===== src/sv/pdd_pkg.sv =====
// Shared types, constants and a helper function for the path delta decoder.
package pdd_pkg;

    // Default internal coordinate width; output coordinate ports are always 64 bits wide.
    localparam int COORD_WIDTH_DEF = 64;
    localparam int OUT_WIDTH       = 64;
    localparam int CFG_IDX_WIDTH   = 3;
    localparam int CFG_DATA_WIDTH  = 32;

    // Path command codes.
    typedef enum logic [1:0] {
        OP_END   = 2'd0,
        OP_MOVE  = 2'd1,
        OP_LINE  = 2'd2,
        OP_CLOSE = 2'd3
    } op_e_t;

    // Configuration register indexes.
    typedef enum logic [CFG_IDX_WIDTH-1:0] {
        CFG_ZOOM        = 3'd0,
        CFG_TILE_X      = 3'd1,
        CFG_TILE_Y      = 3'd2,
        CFG_COORD_SHIFT = 3'd3,
        CFG_ORIGIN_X    = 3'd4,
        CFG_ORIGIN_Y    = 3'd5
    } cfg_idx_t;

    // Control that travels with a queue entry from the front to the back.
    typedef struct packed {
        logic  valid;
        op_e_t op;
    } cmd_ctl_t;

    // Tile offset (tile << (32 - zoom)) mod 2^32; zero zoom disables it,
    // and zooms of 32 and above use no shift at all.
    function automatic logic [31:0] tile_offset(input logic [5:0] zoom,
                                                input logic [31:0] tile);
        logic [5:0] sh;
        sh = (zoom >= 6'd32) ? 6'd0 : 6'(6'd32 - zoom);
        if (zoom == 6'd0) begin
            return 32'd0;
        end
        return tile << sh;
    endfunction

endpackage


===== src/sv/pdd_front.sv =====
// Front end: accepts commands, scales deltas, and queues them for the back end.
module pdd_front #(
    parameter int COORD_WIDTH = pdd_pkg::COORD_WIDTH_DEF
) (
    input  logic                          aclk,
    input  logic                          aresetn,
    input  logic                          s_valid,
    output logic                          s_ready,
    input  logic [1:0]                    s_req_type,
    input  logic signed [32:0]            s_delta_x,
    input  logic signed [32:0]            s_delta_y,
    input  logic [5:0]                    zoom,
    input  logic [31:0]                   tile_x,
    input  logic [31:0]                   tile_y,
    input  logic [4:0]                    coord_shift,
    output pdd_pkg::cmd_ctl_t             q_ctl,
    output logic signed [COORD_WIDTH-1:0] q_dx,
    output logic signed [COORD_WIDTH-1:0] q_dx_rel,
    output logic signed [COORD_WIDTH-1:0] q_dy,
    output logic signed [COORD_WIDTH-1:0] q_dy_rel,
    input  logic                          q_pop
);
    import pdd_pkg::*;

    localparam int Depth = 2;

    logic signed [COORD_WIDTH-1:0] dx_ext, dy_ext;
    logic signed [COORD_WIDTH-1:0] dx_sh, dy_sh, dx_rel, dy_rel;
    logic [31:0] off_x, off_y;
    logic        push;

    op_e_t                         op_mem  [Depth];
    logic signed [COORD_WIDTH-1:0] dx_mem  [Depth];
    logic signed [COORD_WIDTH-1:0] dxr_mem [Depth];
    logic signed [COORD_WIDTH-1:0] dy_mem  [Depth];
    logic signed [COORD_WIDTH-1:0] dyr_mem [Depth];

    logic       wr_ptr_reg, rd_ptr_reg;
    logic [1:0] count_reg, count_next;

    // Scale the deltas and fold the tile offset into a relative delta.
    always_comb begin
        dx_ext = COORD_WIDTH'(s_delta_x);
        dy_ext = COORD_WIDTH'(s_delta_y);
        dx_sh  = dx_ext << coord_shift;
        dy_sh  = dy_ext << coord_shift;
        off_x  = tile_offset(zoom, tile_x);
        off_y  = tile_offset(zoom, tile_y);
        dx_rel = dx_sh - COORD_WIDTH'(off_x);
        dy_rel = dy_sh - COORD_WIDTH'(off_y);
    end

    assign s_ready = (count_reg != 2'(Depth));
    assign push    = s_valid && s_ready;

    // Queue storage.
    always_ff @(posedge aclk) begin
        if (push) begin
            op_mem[wr_ptr_reg]  <= op_e_t'(s_req_type);
            dx_mem[wr_ptr_reg]  <= dx_sh;
            dxr_mem[wr_ptr_reg] <= dx_rel;
            dy_mem[wr_ptr_reg]  <= dy_sh;
            dyr_mem[wr_ptr_reg] <= dy_rel;
        end
    end

    // Queue occupancy.
    always_comb begin
        count_next = count_reg;
        case ({push, q_pop})
            2'b10:   count_next = 2'(count_reg + 2'd1);
            2'b01:   count_next = 2'(count_reg - 2'd1);
            default: count_next = count_reg;
        endcase
    end

    always_ff @(posedge aclk) begin
        if (!aresetn) begin
            wr_ptr_reg <= 1'b0;
            rd_ptr_reg <= 1'b0;
            count_reg  <= 2'd0;
        end else begin
            if (push) begin
                wr_ptr_reg <= ~wr_ptr_reg;
            end
            if (q_pop) begin
                rd_ptr_reg <= ~rd_ptr_reg;
            end
            count_reg <= count_next;
        end
    end

    // Head of the queue as seen by the back end.
    assign q_ctl.valid = (count_reg != 2'd0);
    assign q_ctl.op    = op_mem[rd_ptr_reg];
    assign q_dx        = dx_mem[rd_ptr_reg];
    assign q_dx_rel    = dxr_mem[rd_ptr_reg];
    assign q_dy        = dy_mem[rd_ptr_reg];
    assign q_dy_rel    = dyr_mem[rd_ptr_reg];

    // Occupancy never exceeds the queue depth.
    assert property (@(posedge aclk) disable iff (!aresetn)
        count_reg <= 2'(Depth))
        else $error("queue occupancy above depth");

    // The back end only pops an entry that exists.
    assert property (@(posedge aclk) disable iff (!aresetn)
        q_pop |-> count_reg != 2'd0)
        else $error("pop from empty queue");

    // An accepted transaction leaves the queue non-empty.
    assert property (@(posedge aclk) disable iff (!aresetn)
        push |=> count_reg != 2'd0)
        else $error("accepted transaction lost");

endmodule


===== src/sv/pdd_back.sv =====
// Back end: accumulates positions, tracks the bounding box and holds the result.
module pdd_back #(
    parameter int COORD_WIDTH = pdd_pkg::COORD_WIDTH_DEF
) (
    input  logic                          aclk,
    input  logic                          aresetn,
    input  pdd_pkg::cmd_ctl_t             q_ctl,
    input  logic signed [COORD_WIDTH-1:0] q_dx,
    input  logic signed [COORD_WIDTH-1:0] q_dx_rel,
    input  logic signed [COORD_WIDTH-1:0] q_dy,
    input  logic signed [COORD_WIDTH-1:0] q_dy_rel,
    output logic                          q_pop,
    input  logic [31:0]                   origin_x,
    input  logic [31:0]                   origin_y,
    output logic                          m_valid,
    input  logic                          m_ready,
    output logic                          m_out_kind,
    output logic [1:0]                    m_out_op,
    output logic signed [63:0]            m_pos_x,
    output logic signed [63:0]            m_pos_y,
    output logic signed [63:0]            m_box_min_x,
    output logic signed [63:0]            m_box_min_y,
    output logic signed [63:0]            m_box_max_x,
    output logic signed [63:0]            m_box_max_y,
    output logic                          m_is_last
);
    import pdd_pkg::*;

    localparam logic signed [COORD_WIDTH-1:0] MaxCoord = {1'b0, {(COORD_WIDTH-1){1'b1}}};
    localparam logic signed [COORD_WIDTH-1:0] MinCoord = {1'b1, {(COORD_WIDTH-1){1'b0}}};

    logic signed [COORD_WIDTH-1:0] world_x_reg, world_y_reg, world_x_next, world_y_next;
    logic signed [COORD_WIDTH-1:0] least_x_reg, least_y_reg, least_x_next, least_y_next;
    logic signed [COORD_WIDTH-1:0] most_x_reg, most_y_reg, most_x_next, most_y_next;
    logic signed [COORD_WIDTH-1:0] px, py;
    logic                          is_point, is_end;

    logic                          m_valid_reg;
    logic                          kind_reg, last_reg;
    logic [1:0]                    op_reg;
    logic signed [COORD_WIDTH-1:0] pos_x_reg, pos_y_reg;
    logic signed [COORD_WIDTH-1:0] bmin_x_reg, bmin_y_reg, bmax_x_reg, bmax_y_reg;

    // Take the queue head whenever the output register is free or draining.
    assign q_pop    = q_ctl.valid && (!m_valid_reg || m_ready);
    assign is_point = (q_ctl.op == OP_MOVE) || (q_ctl.op == OP_LINE);
    assign is_end   = (q_ctl.op == OP_END);

    // Position update and bounding box compare.
    always_comb begin
        px           = world_x_reg + q_dx_rel;
        py           = world_y_reg + q_dy_rel;
        world_x_next = world_x_reg;
        world_y_next = world_y_reg;
        least_x_next = least_x_reg;
        least_y_next = least_y_reg;
        most_x_next  = most_x_reg;
        most_y_next  = most_y_reg;
        if (is_end) begin
            world_x_next = COORD_WIDTH'(origin_x);
            world_y_next = COORD_WIDTH'(origin_y);
            least_x_next = MaxCoord;
            least_y_next = MaxCoord;
            most_x_next  = MinCoord;
            most_y_next  = MinCoord;
        end else if (is_point) begin
            world_x_next = world_x_reg + q_dx;
            world_y_next = world_y_reg + q_dy;
            if (px < least_x_reg) least_x_next = px;
            if (py < least_y_reg) least_y_next = py;
            if (px > most_x_reg)  most_x_next  = px;
            if (py > most_y_reg)  most_y_next  = py;
        end
    end

    // Accumulator state.
    always_ff @(posedge aclk) begin
        if (!aresetn) begin
            world_x_reg <= '0;
            world_y_reg <= '0;
            least_x_reg <= MaxCoord;
            least_y_reg <= MaxCoord;
            most_x_reg  <= MinCoord;
            most_y_reg  <= MinCoord;
        end else if (q_pop) begin
            world_x_reg <= world_x_next;
            world_y_reg <= world_y_next;
            least_x_reg <= least_x_next;
            least_y_reg <= least_y_next;
            most_x_reg  <= most_x_next;
            most_y_reg  <= most_y_next;
        end
    end

    // Output register valid flag.
    always_ff @(posedge aclk) begin
        if (!aresetn) begin
            m_valid_reg <= 1'b0;
        end else if (q_pop) begin
            m_valid_reg <= 1'b1;
        end else if (m_ready) begin
            m_valid_reg <= 1'b0;
        end
    end

    // Output register payload; a report carries the end code as its op.
    always_ff @(posedge aclk) begin
        if (q_pop) begin
            kind_reg   <= is_end;
            last_reg   <= is_end;
            op_reg     <= is_end ? OP_END : q_ctl.op;
            pos_x_reg  <= is_point ? px : '0;
            pos_y_reg  <= is_point ? py : '0;
            bmin_x_reg <= is_end ? least_x_reg : '0;
            bmin_y_reg <= is_end ? least_y_reg : '0;
            bmax_x_reg <= is_end ? most_x_reg : '0;
            bmax_y_reg <= is_end ? most_y_reg : '0;
        end
    end

    assign m_valid     = m_valid_reg;
    assign m_out_kind  = kind_reg;
    assign m_is_last   = last_reg;
    assign m_out_op    = op_reg;
    assign m_pos_x     = OUT_WIDTH'(pos_x_reg);
    assign m_pos_y     = OUT_WIDTH'(pos_y_reg);
    assign m_box_min_x = OUT_WIDTH'(bmin_x_reg);
    assign m_box_min_y = OUT_WIDTH'(bmin_y_reg);
    assign m_box_max_x = OUT_WIDTH'(bmax_x_reg);
    assign m_box_max_y = OUT_WIDTH'(bmax_y_reg);

    // A stalled result is never overwritten by a new pop.
    assert property (@(posedge aclk) disable iff (!aresetn)
        m_valid_reg && !m_ready |-> !q_pop)
        else $error("result overwritten while stalled");

    // An end command leaves an empty box behind.
    assert property (@(posedge aclk) disable iff (!aresetn)
        q_pop && is_end |=> least_x_reg == MaxCoord && most_y_reg == MinCoord)
        else $error("box not cleared after end");

    // After a point the box is well ordered.
    assert property (@(posedge aclk) disable iff (!aresetn)
        q_pop && is_point |=> least_x_reg <= most_x_reg && least_y_reg <= most_y_reg)
        else $error("bounding box out of order");

endmodule


===== src/sv/path_delta_decode_bbox.sv =====
// Top level of the path delta decoder: configuration registers and the two halves.
//
//  Channel  Direction  Handshake            Payload
//  s_       in         s_valid / s_ready    s_req_type, s_delta_x, s_delta_y
//  m_       out        m_valid / m_ready    m_out_kind, m_out_op, m_pos_*, m_box_*, m_is_last
//  cfg_     in         cfg_wr_en            cfg_index, cfg_wdata
//
// One command per clock cycle is sustained while m_ready is high; m_valid rises once its
// transaction has passed through the queue and the output register.
// The rate is set by the back end, which accumulates and compares combinationally.
// While m_ready is low, the two-entry queue and the output register take up to three
// transactions; s_ready drops once the queue holds two entries.
// aresetn is synchronous and active low; it clears configuration, queue and box state.
module path_delta_decode_bbox #(
    parameter int COORD_WIDTH = pdd_pkg::COORD_WIDTH_DEF
) (
    input  logic                                 aclk,
    input  logic                                 aresetn,
    input  logic                                 s_valid,
    output logic                                 s_ready,
    input  logic [1:0]                           s_req_type,
    input  logic signed [32:0]                   s_delta_x,
    input  logic signed [32:0]                   s_delta_y,
    output logic                                 m_valid,
    input  logic                                 m_ready,
    output logic                                 m_out_kind,
    output logic [1:0]                           m_out_op,
    output logic signed [63:0]                   m_pos_x,
    output logic signed [63:0]                   m_pos_y,
    output logic signed [63:0]                   m_box_min_x,
    output logic signed [63:0]                   m_box_min_y,
    output logic signed [63:0]                   m_box_max_x,
    output logic signed [63:0]                   m_box_max_y,
    output logic                                 m_is_last,
    input  logic                                 cfg_wr_en,
    input  logic [pdd_pkg::CFG_IDX_WIDTH-1:0]    cfg_index,
    input  logic [pdd_pkg::CFG_DATA_WIDTH-1:0]   cfg_wdata
);
    import pdd_pkg::*;

    logic [5:0]  zoom_reg;
    logic [31:0] tile_x_reg, tile_y_reg, origin_x_reg, origin_y_reg;
    logic [4:0]  coord_shift_reg;

    cmd_ctl_t                      q_ctl;
    logic signed [COORD_WIDTH-1:0] q_dx, q_dx_rel, q_dy, q_dy_rel;
    logic                          q_pop;

    // Configuration register writes.
    always_ff @(posedge aclk) begin
        if (!aresetn) begin
            zoom_reg        <= '0;
            tile_x_reg      <= '0;
            tile_y_reg      <= '0;
            coord_shift_reg <= '0;
            origin_x_reg    <= '0;
            origin_y_reg    <= '0;
        end else if (cfg_wr_en) begin
            case (cfg_idx_t'(cfg_index))
                CFG_ZOOM:        zoom_reg        <= cfg_wdata[5:0];
                CFG_TILE_X:      tile_x_reg      <= cfg_wdata;
                CFG_TILE_Y:      tile_y_reg      <= cfg_wdata;
                CFG_COORD_SHIFT: coord_shift_reg <= cfg_wdata[4:0];
                CFG_ORIGIN_X:    origin_x_reg    <= cfg_wdata;
                CFG_ORIGIN_Y:    origin_y_reg    <= cfg_wdata;
                default: begin
                end
            endcase
        end
    end

    // Front end: accept, scale and queue.
    pdd_front #(
        .COORD_WIDTH(COORD_WIDTH)
    ) u_front (
        .aclk        (aclk),
        .aresetn     (aresetn),
        .s_valid     (s_valid),
        .s_ready     (s_ready),
        .s_req_type  (s_req_type),
        .s_delta_x   (s_delta_x),
        .s_delta_y   (s_delta_y),
        .zoom        (zoom_reg),
        .tile_x      (tile_x_reg),
        .tile_y      (tile_y_reg),
        .coord_shift (coord_shift_reg),
        .q_ctl       (q_ctl),
        .q_dx        (q_dx),
        .q_dx_rel    (q_dx_rel),
        .q_dy        (q_dy),
        .q_dy_rel    (q_dy_rel),
        .q_pop       (q_pop)
    );

    // Back end: accumulate, track the box and drive the result channel.
    pdd_back #(
        .COORD_WIDTH(COORD_WIDTH)
    ) u_back (
        .aclk        (aclk),
        .aresetn     (aresetn),
        .q_ctl       (q_ctl),
        .q_dx        (q_dx),
        .q_dx_rel    (q_dx_rel),
        .q_dy        (q_dy),
        .q_dy_rel    (q_dy_rel),
        .q_pop       (q_pop),
        .origin_x    (origin_x_reg),
        .origin_y    (origin_y_reg),
        .m_valid     (m_valid),
        .m_ready     (m_ready),
        .m_out_kind  (m_out_kind),
        .m_out_op    (m_out_op),
        .m_pos_x     (m_pos_x),
        .m_pos_y     (m_pos_y),
        .m_box_min_x (m_box_min_x),
        .m_box_min_y (m_box_min_y),
        .m_box_max_x (m_box_max_x),
        .m_box_max_y (m_box_max_y),
        .m_is_last   (m_is_last)
    );

endmodule

===== config.mk =====
export PLATFORM = sky130hd
export DESIGN_NAME = path_delta_decode_bbox
export DESIGN_NICKNAME = d
export VERILOG_FILES = /design/src/sv/pdd_pkg.sv /design/src/sv/pdd_front.sv /design/src/sv/pdd_back.sv /design/src/sv/path_delta_decode_bbox.sv
export SDC_FILE = /design/constraint.sdc
export NUM_CORES = 2
export LEC_CHECK = 0
export BUFFER_PORTS_ARGS = -buffer_cell sky130_fd_sc_hd__buf_2
export CELL_PAD_IN_SITES_DETAIL_PLACEMENT = 0
export CELL_PAD_IN_SITES_GLOBAL_PLACEMENT = 1
export CORE_MARGIN = 4
export CORE_UTILIZATION = 30
export CTS_CLUSTER_SIZE = 25
export DETAILED_ROUTE_END_ITERATION = 10
export PLACE_DENSITY = 0.5
export SLEW_MARGIN = 20
export SYNTH_ARGS = -nofsm -noshare
export SYNTH_HDL_FRONTEND = slang
export SYNTH_HIERARCHICAL = 1
export SYNTH_SLANG_ARGS = --single-unit

===== constraint.sdc =====
create_clock -name aclk -period 19.1 [get_ports aclk]
set_input_delay 0.955 -clock aclk [delete_from_list [all_inputs] [get_ports aclk]]
set_output_delay 0.955 -clock aclk [all_outputs]
set_load 0.005 [all_outputs]

==> results.json <==
{
  "max-clock-path-buffers": 4,
  "final_hpwl_dp_um": 264000,
  "timing.fmax_ghz": 0.112,
  "vdd_ir_drop_max_uv": 86.8,
  "clk-insertion-delay-late_ns": 0.86,
  "die_area_um2": 298000,
  "status": "finished, final reports clean",
  "p_leak_nw": 40.8,
  "maxSlewHeadroom": 0.173,
  "final_wtd_congestion": 0.890,
  "yosysWarnings": 6,
  "tritoncts.num_buffers": 180,
  "clk_pin_slew_ns": 0.06,
  "crit_fanout": 61,
  "synth_cells": 8817,
  "ctsResizeCount": 0,
  "drt_iter0_drc": 5705,
  "async_flop_share": 0,
  "die_height_um": 546,
  "initial_antenna_violation_count": 29,
  "effective_utilization_at_floorplan": 0.301,
  "setup-tns-final_ns": 0,
  "synth_largest_area_cell": "sky130_fd_sc_hd__edfxtp_1",
  "wl_per_cell_um": 26.1,
  "synthesis.area_um2": 86700,
  "synthMostInstantiatedCell": "sky130_fd_sc_hd__edfxtp_1",
  "synth_ff_type": "sky130_fd_sc_hd__edfxtp_1",
  "multiplexer_area_fraction_after_synthesis": 0.105,
  "synth_top_family_by_area": "compound AO/OA/AOI/OAI gates",
  "fin_ws_ns": 10.20,
  "routed_via_density": 5.33,
  "ant_nets": 0,
  "overflow": 0,
  "final_design_area_no_fill_um2": 99300,
  "yosys.cell_types.count": 114,
  "rsz_0062_raised_after_global_routing": "false",
  "grt_pass1_wl_um": 490000,
  "rows": 197,
  "post_synth_simple_gate_area": 0.133,
  "place.port_buffers": 497,
  "netlist_top_cells_area": "sky130_fd_sc_hd__edfxtp_1 (31%), sky130_fd_sc_hd__dfxtp_1 (12%), sky130_fd_sc_hd__ha_1 (8.3%)",
  "critPathArrivalTime_ns": 9.59,
  "portion_of_the_clock_cycle_consumed_by_the_worst_path_in_the_final_layout": 0.466,
  "synth-xor-area-share": 0.0338,
  "globalRouteTotalUtil": 0.220,
  "layout.cells.non_filler": 13100,
  "drc": 0,
  "drt_pass1_iterations": 6,
  "end_kind": "flip-flop",
  "max-cap-violations": 0,
  "nets": 9831,
  "first_global_vias": 67700,
  "setup.worst_path.class": "flip-flop to flip-flop",
  "setup_viol_count_final": 0,
  "clockRootBuffer": "sky130_fd_sc_hd__clkbuf_16",
  "power_density_over_cell_area_nw_per_um2": 189,
  "area_growth_pct": 14.5,
  "synth_fa_ha_area_frac": 0.0845,
  "path_cells": "buf_4 -> mux2_2 -> ha_1 -> a21oi_1 -> o21ai_1 -> a21o_1 -> a21oi_1 -> o21ai_0 -> a221o_1 -> a2111oi_0 -> nor2_1 -> xnor2_1 -> ha_1 -> nand4_1 -> nor4_1 -> o2111ai_1 -> o21ai_0 -> mux2i_1 -> or3_4 -> nand2_1 -> o22a_1",
  "post_route_cells_drive_above_1_share": 0.154,
  "setup_slack_at_placement_ns": 10.20,
  "cts_hold_buffers": 0,
  "cts-htree-levels": 4,
  "placement.cell_area_um2": 93300,
  "cp_slowest_stage_delay_ns": 0.80,
  "total_power_mw": 18.8,
  "core_region_area_um2": 288000,
  "fp.dieW_um": 546,
  "synthesis.nets": 9507,
  "clkSinkCount": 1432,
  "final_util": 0.345,
  "postSynthRegisterBits": 1432,
  "synth_enable_flop_cells": 903,
  "largest_clock_skew_in_the_final_design_ns": 0.0746,
  "final_hold_viol_count": 0,
  "critical_path_required_ns": 19.79,
  "critical-path-slowest-cell": "sky130_fd_sc_hd__nor4_1",
  "post-cts-setup-buffer-count": 0,
  "vias": 69600,
  "finalCriticalPeriod_ns": 8.90,
  "most_used_standard_cells_in_the_synthesized_netlist": "sky130_fd_sc_hd__edfxtp_1 (903), sky130_fd_sc_hd__nand2_1 (844), sky130_fd_sc_hd__nor2_1 (844)",
  "tritoncts_clock_tree": "done",
  "holdWs_ns": 0.409,
  "io_pins": 498,
  "synth.avg_cell_area_um2": 9.84,
  "worst-slew-pin-transition_ns": 1.21,
  "yosys.area.top_type_share": 0.313,
  "postRouteWirelength_um": 341000,
  "holdCritPathClass": "input port to flip-flop",
  "complex_gate_fraction_of_the_synthesized_area": 0.167,
  "post_place_cells": 12700,
  "crit_path_start_kind": "flip-flop",
  "maximum_number_of_pins_on_one_net_before_global_route_repair": 136,
  "final_max_slew_viol_count": 0,
  "ys_seq_area_frac": 0.435
}
==> layer usage <==
metal | GRT usage | vias to the layer above | share of wire
met5 | 0 | - | 0
met4 | 0.0429 | 0 | 0.018
met3 | 0.0222 | 306 | 0.048
met2 | 0.309 | 1904 | 0.40
met1 | 0.357 | 34400 | 0.53
li1 | - | 33100 | -
==> kinds of logic after synthesis <==
logic type	Yosys count
AND/OR/NAND/NOR	2542
AO/OA/AOI/OAI	2219
flip-flops	1432
buffers and inverters	929
multiplexers	778
adder cells (fa/ha/maj)	582
XOR/XNOR	335
==> path summary, 6_finish.rpt <==
kind,from,endpoint,slack [ns],depth (start not counted)
max,flip-flop,u_back/least_x_reg[57]$_SDFFE_PN1P_,10.20,21
max reg2reg,flip-flop,u_back/least_x_reg[57]$_SDFFE_PN1P_,10.20,21
min reg2reg,u_back/most_x_reg[36]$_SDFFE_PN0P_,u_back/most_x_reg[36]$_SDFFE_PN0P_,0.46,2
min,s_req_type[0],u_front/op_mem[1][0]$_DFFE_PP_,0.41,1
==> layout make-up <==
| class | count | area [um^2] |
|---|---|---|
| antenna | 7 | 17.5 |
| sequential | 1432 | 37700 |
| inverter | 421 | 1600 |
| multi-input combinational | 6456 | 45600 |
| timing repair buffer | 650 | 3700 |
| tap | 3781 | 4730 |
| clock buffer | 223 | 4880 |
| clock inverter | 98 | 1110 |
| fill | 29500 | 189000 |
==> power breakdown <==
| group | internal (mW) | total [mW] | switching (mW) |
|---|---|---|---|
| clock network | 2.07 | 3.47 | 1.40 |
| logic | 3.67 | 10.3 | 6.65 |
| registers | 4.52 | 5.02 | 0.505 |
| total | 10.3 | 18.8 | 8.56 |
==> layout by cell type (no fill, tap or decap), types with 35 or more instances in the layout <==
cell type                   count
sky130_fd_sc_hd__nand3_1      125
sky130_fd_sc_hd__and2_1       152
sky130_fd_sc_hd__a21oi_1      559
sky130_fd_sc_hd__nor3_1       136
sky130_fd_sc_hd__a31oi_1       49
sky130_fd_sc_hd__buf_4        149
sky130_fd_sc_hd__a21o_1       320
sky130_fd_sc_hd__nand2b_1      50
sky130_fd_sc_hd__inv_1        414
sky130_fd_sc_hd__o21a_1        52
sky130_fd_sc_hd__mux2_2       312
sky130_fd_sc_hd__nor2b_1       54
sky130_fd_sc_hd__a211oi_1      84
sky130_fd_sc_hd__o22ai_1       85
sky130_fd_sc_hd__edfxtp_1     903
sky130_fd_sc_hd__nor2_1       837
sky130_fd_sc_hd__mux4_2        72
sky130_fd_sc_hd__and3_1        35
sky130_fd_sc_hd__a22oi_1      113
sky130_fd_sc_hd__dfxtp_1      523
sky130_fd_sc_hd__o21bai_1      67
sky130_fd_sc_hd__nand4_1      137
sky130_fd_sc_hd__xor2_1       139
sky130_fd_sc_hd__buf_2        496
sky130_fd_sc_hd__xnor2_1      196
sky130_fd_sc_hd__o211ai_1      83
sky130_fd_sc_hd__o21ai_0      428
sky130_fd_sc_hd__mux2i_1      390
sky130_fd_sc_hd__ha_1         575
sky130_fd_sc_hd__clkbuf_16    183
sky130_fd_sc_hd__nand2_1      843
==> critical path: cells and delay by family, from the launching register on <==
kind | cells | cell delay [ns]
AO/OA/AOI/OAI | 10 | 2.82
XOR/XNOR | 1 | 0.77
adder cells (fa/ha/maj) | 2 | 0.64
buffers and inverters | 1 | 0.77
flip-flops | 1 | 0.70
multiplexers | 2 | 0.75
AND/OR/NAND/NOR | 5 | 2.26
No activity file was read; power rests on OpenSTA's default activity.
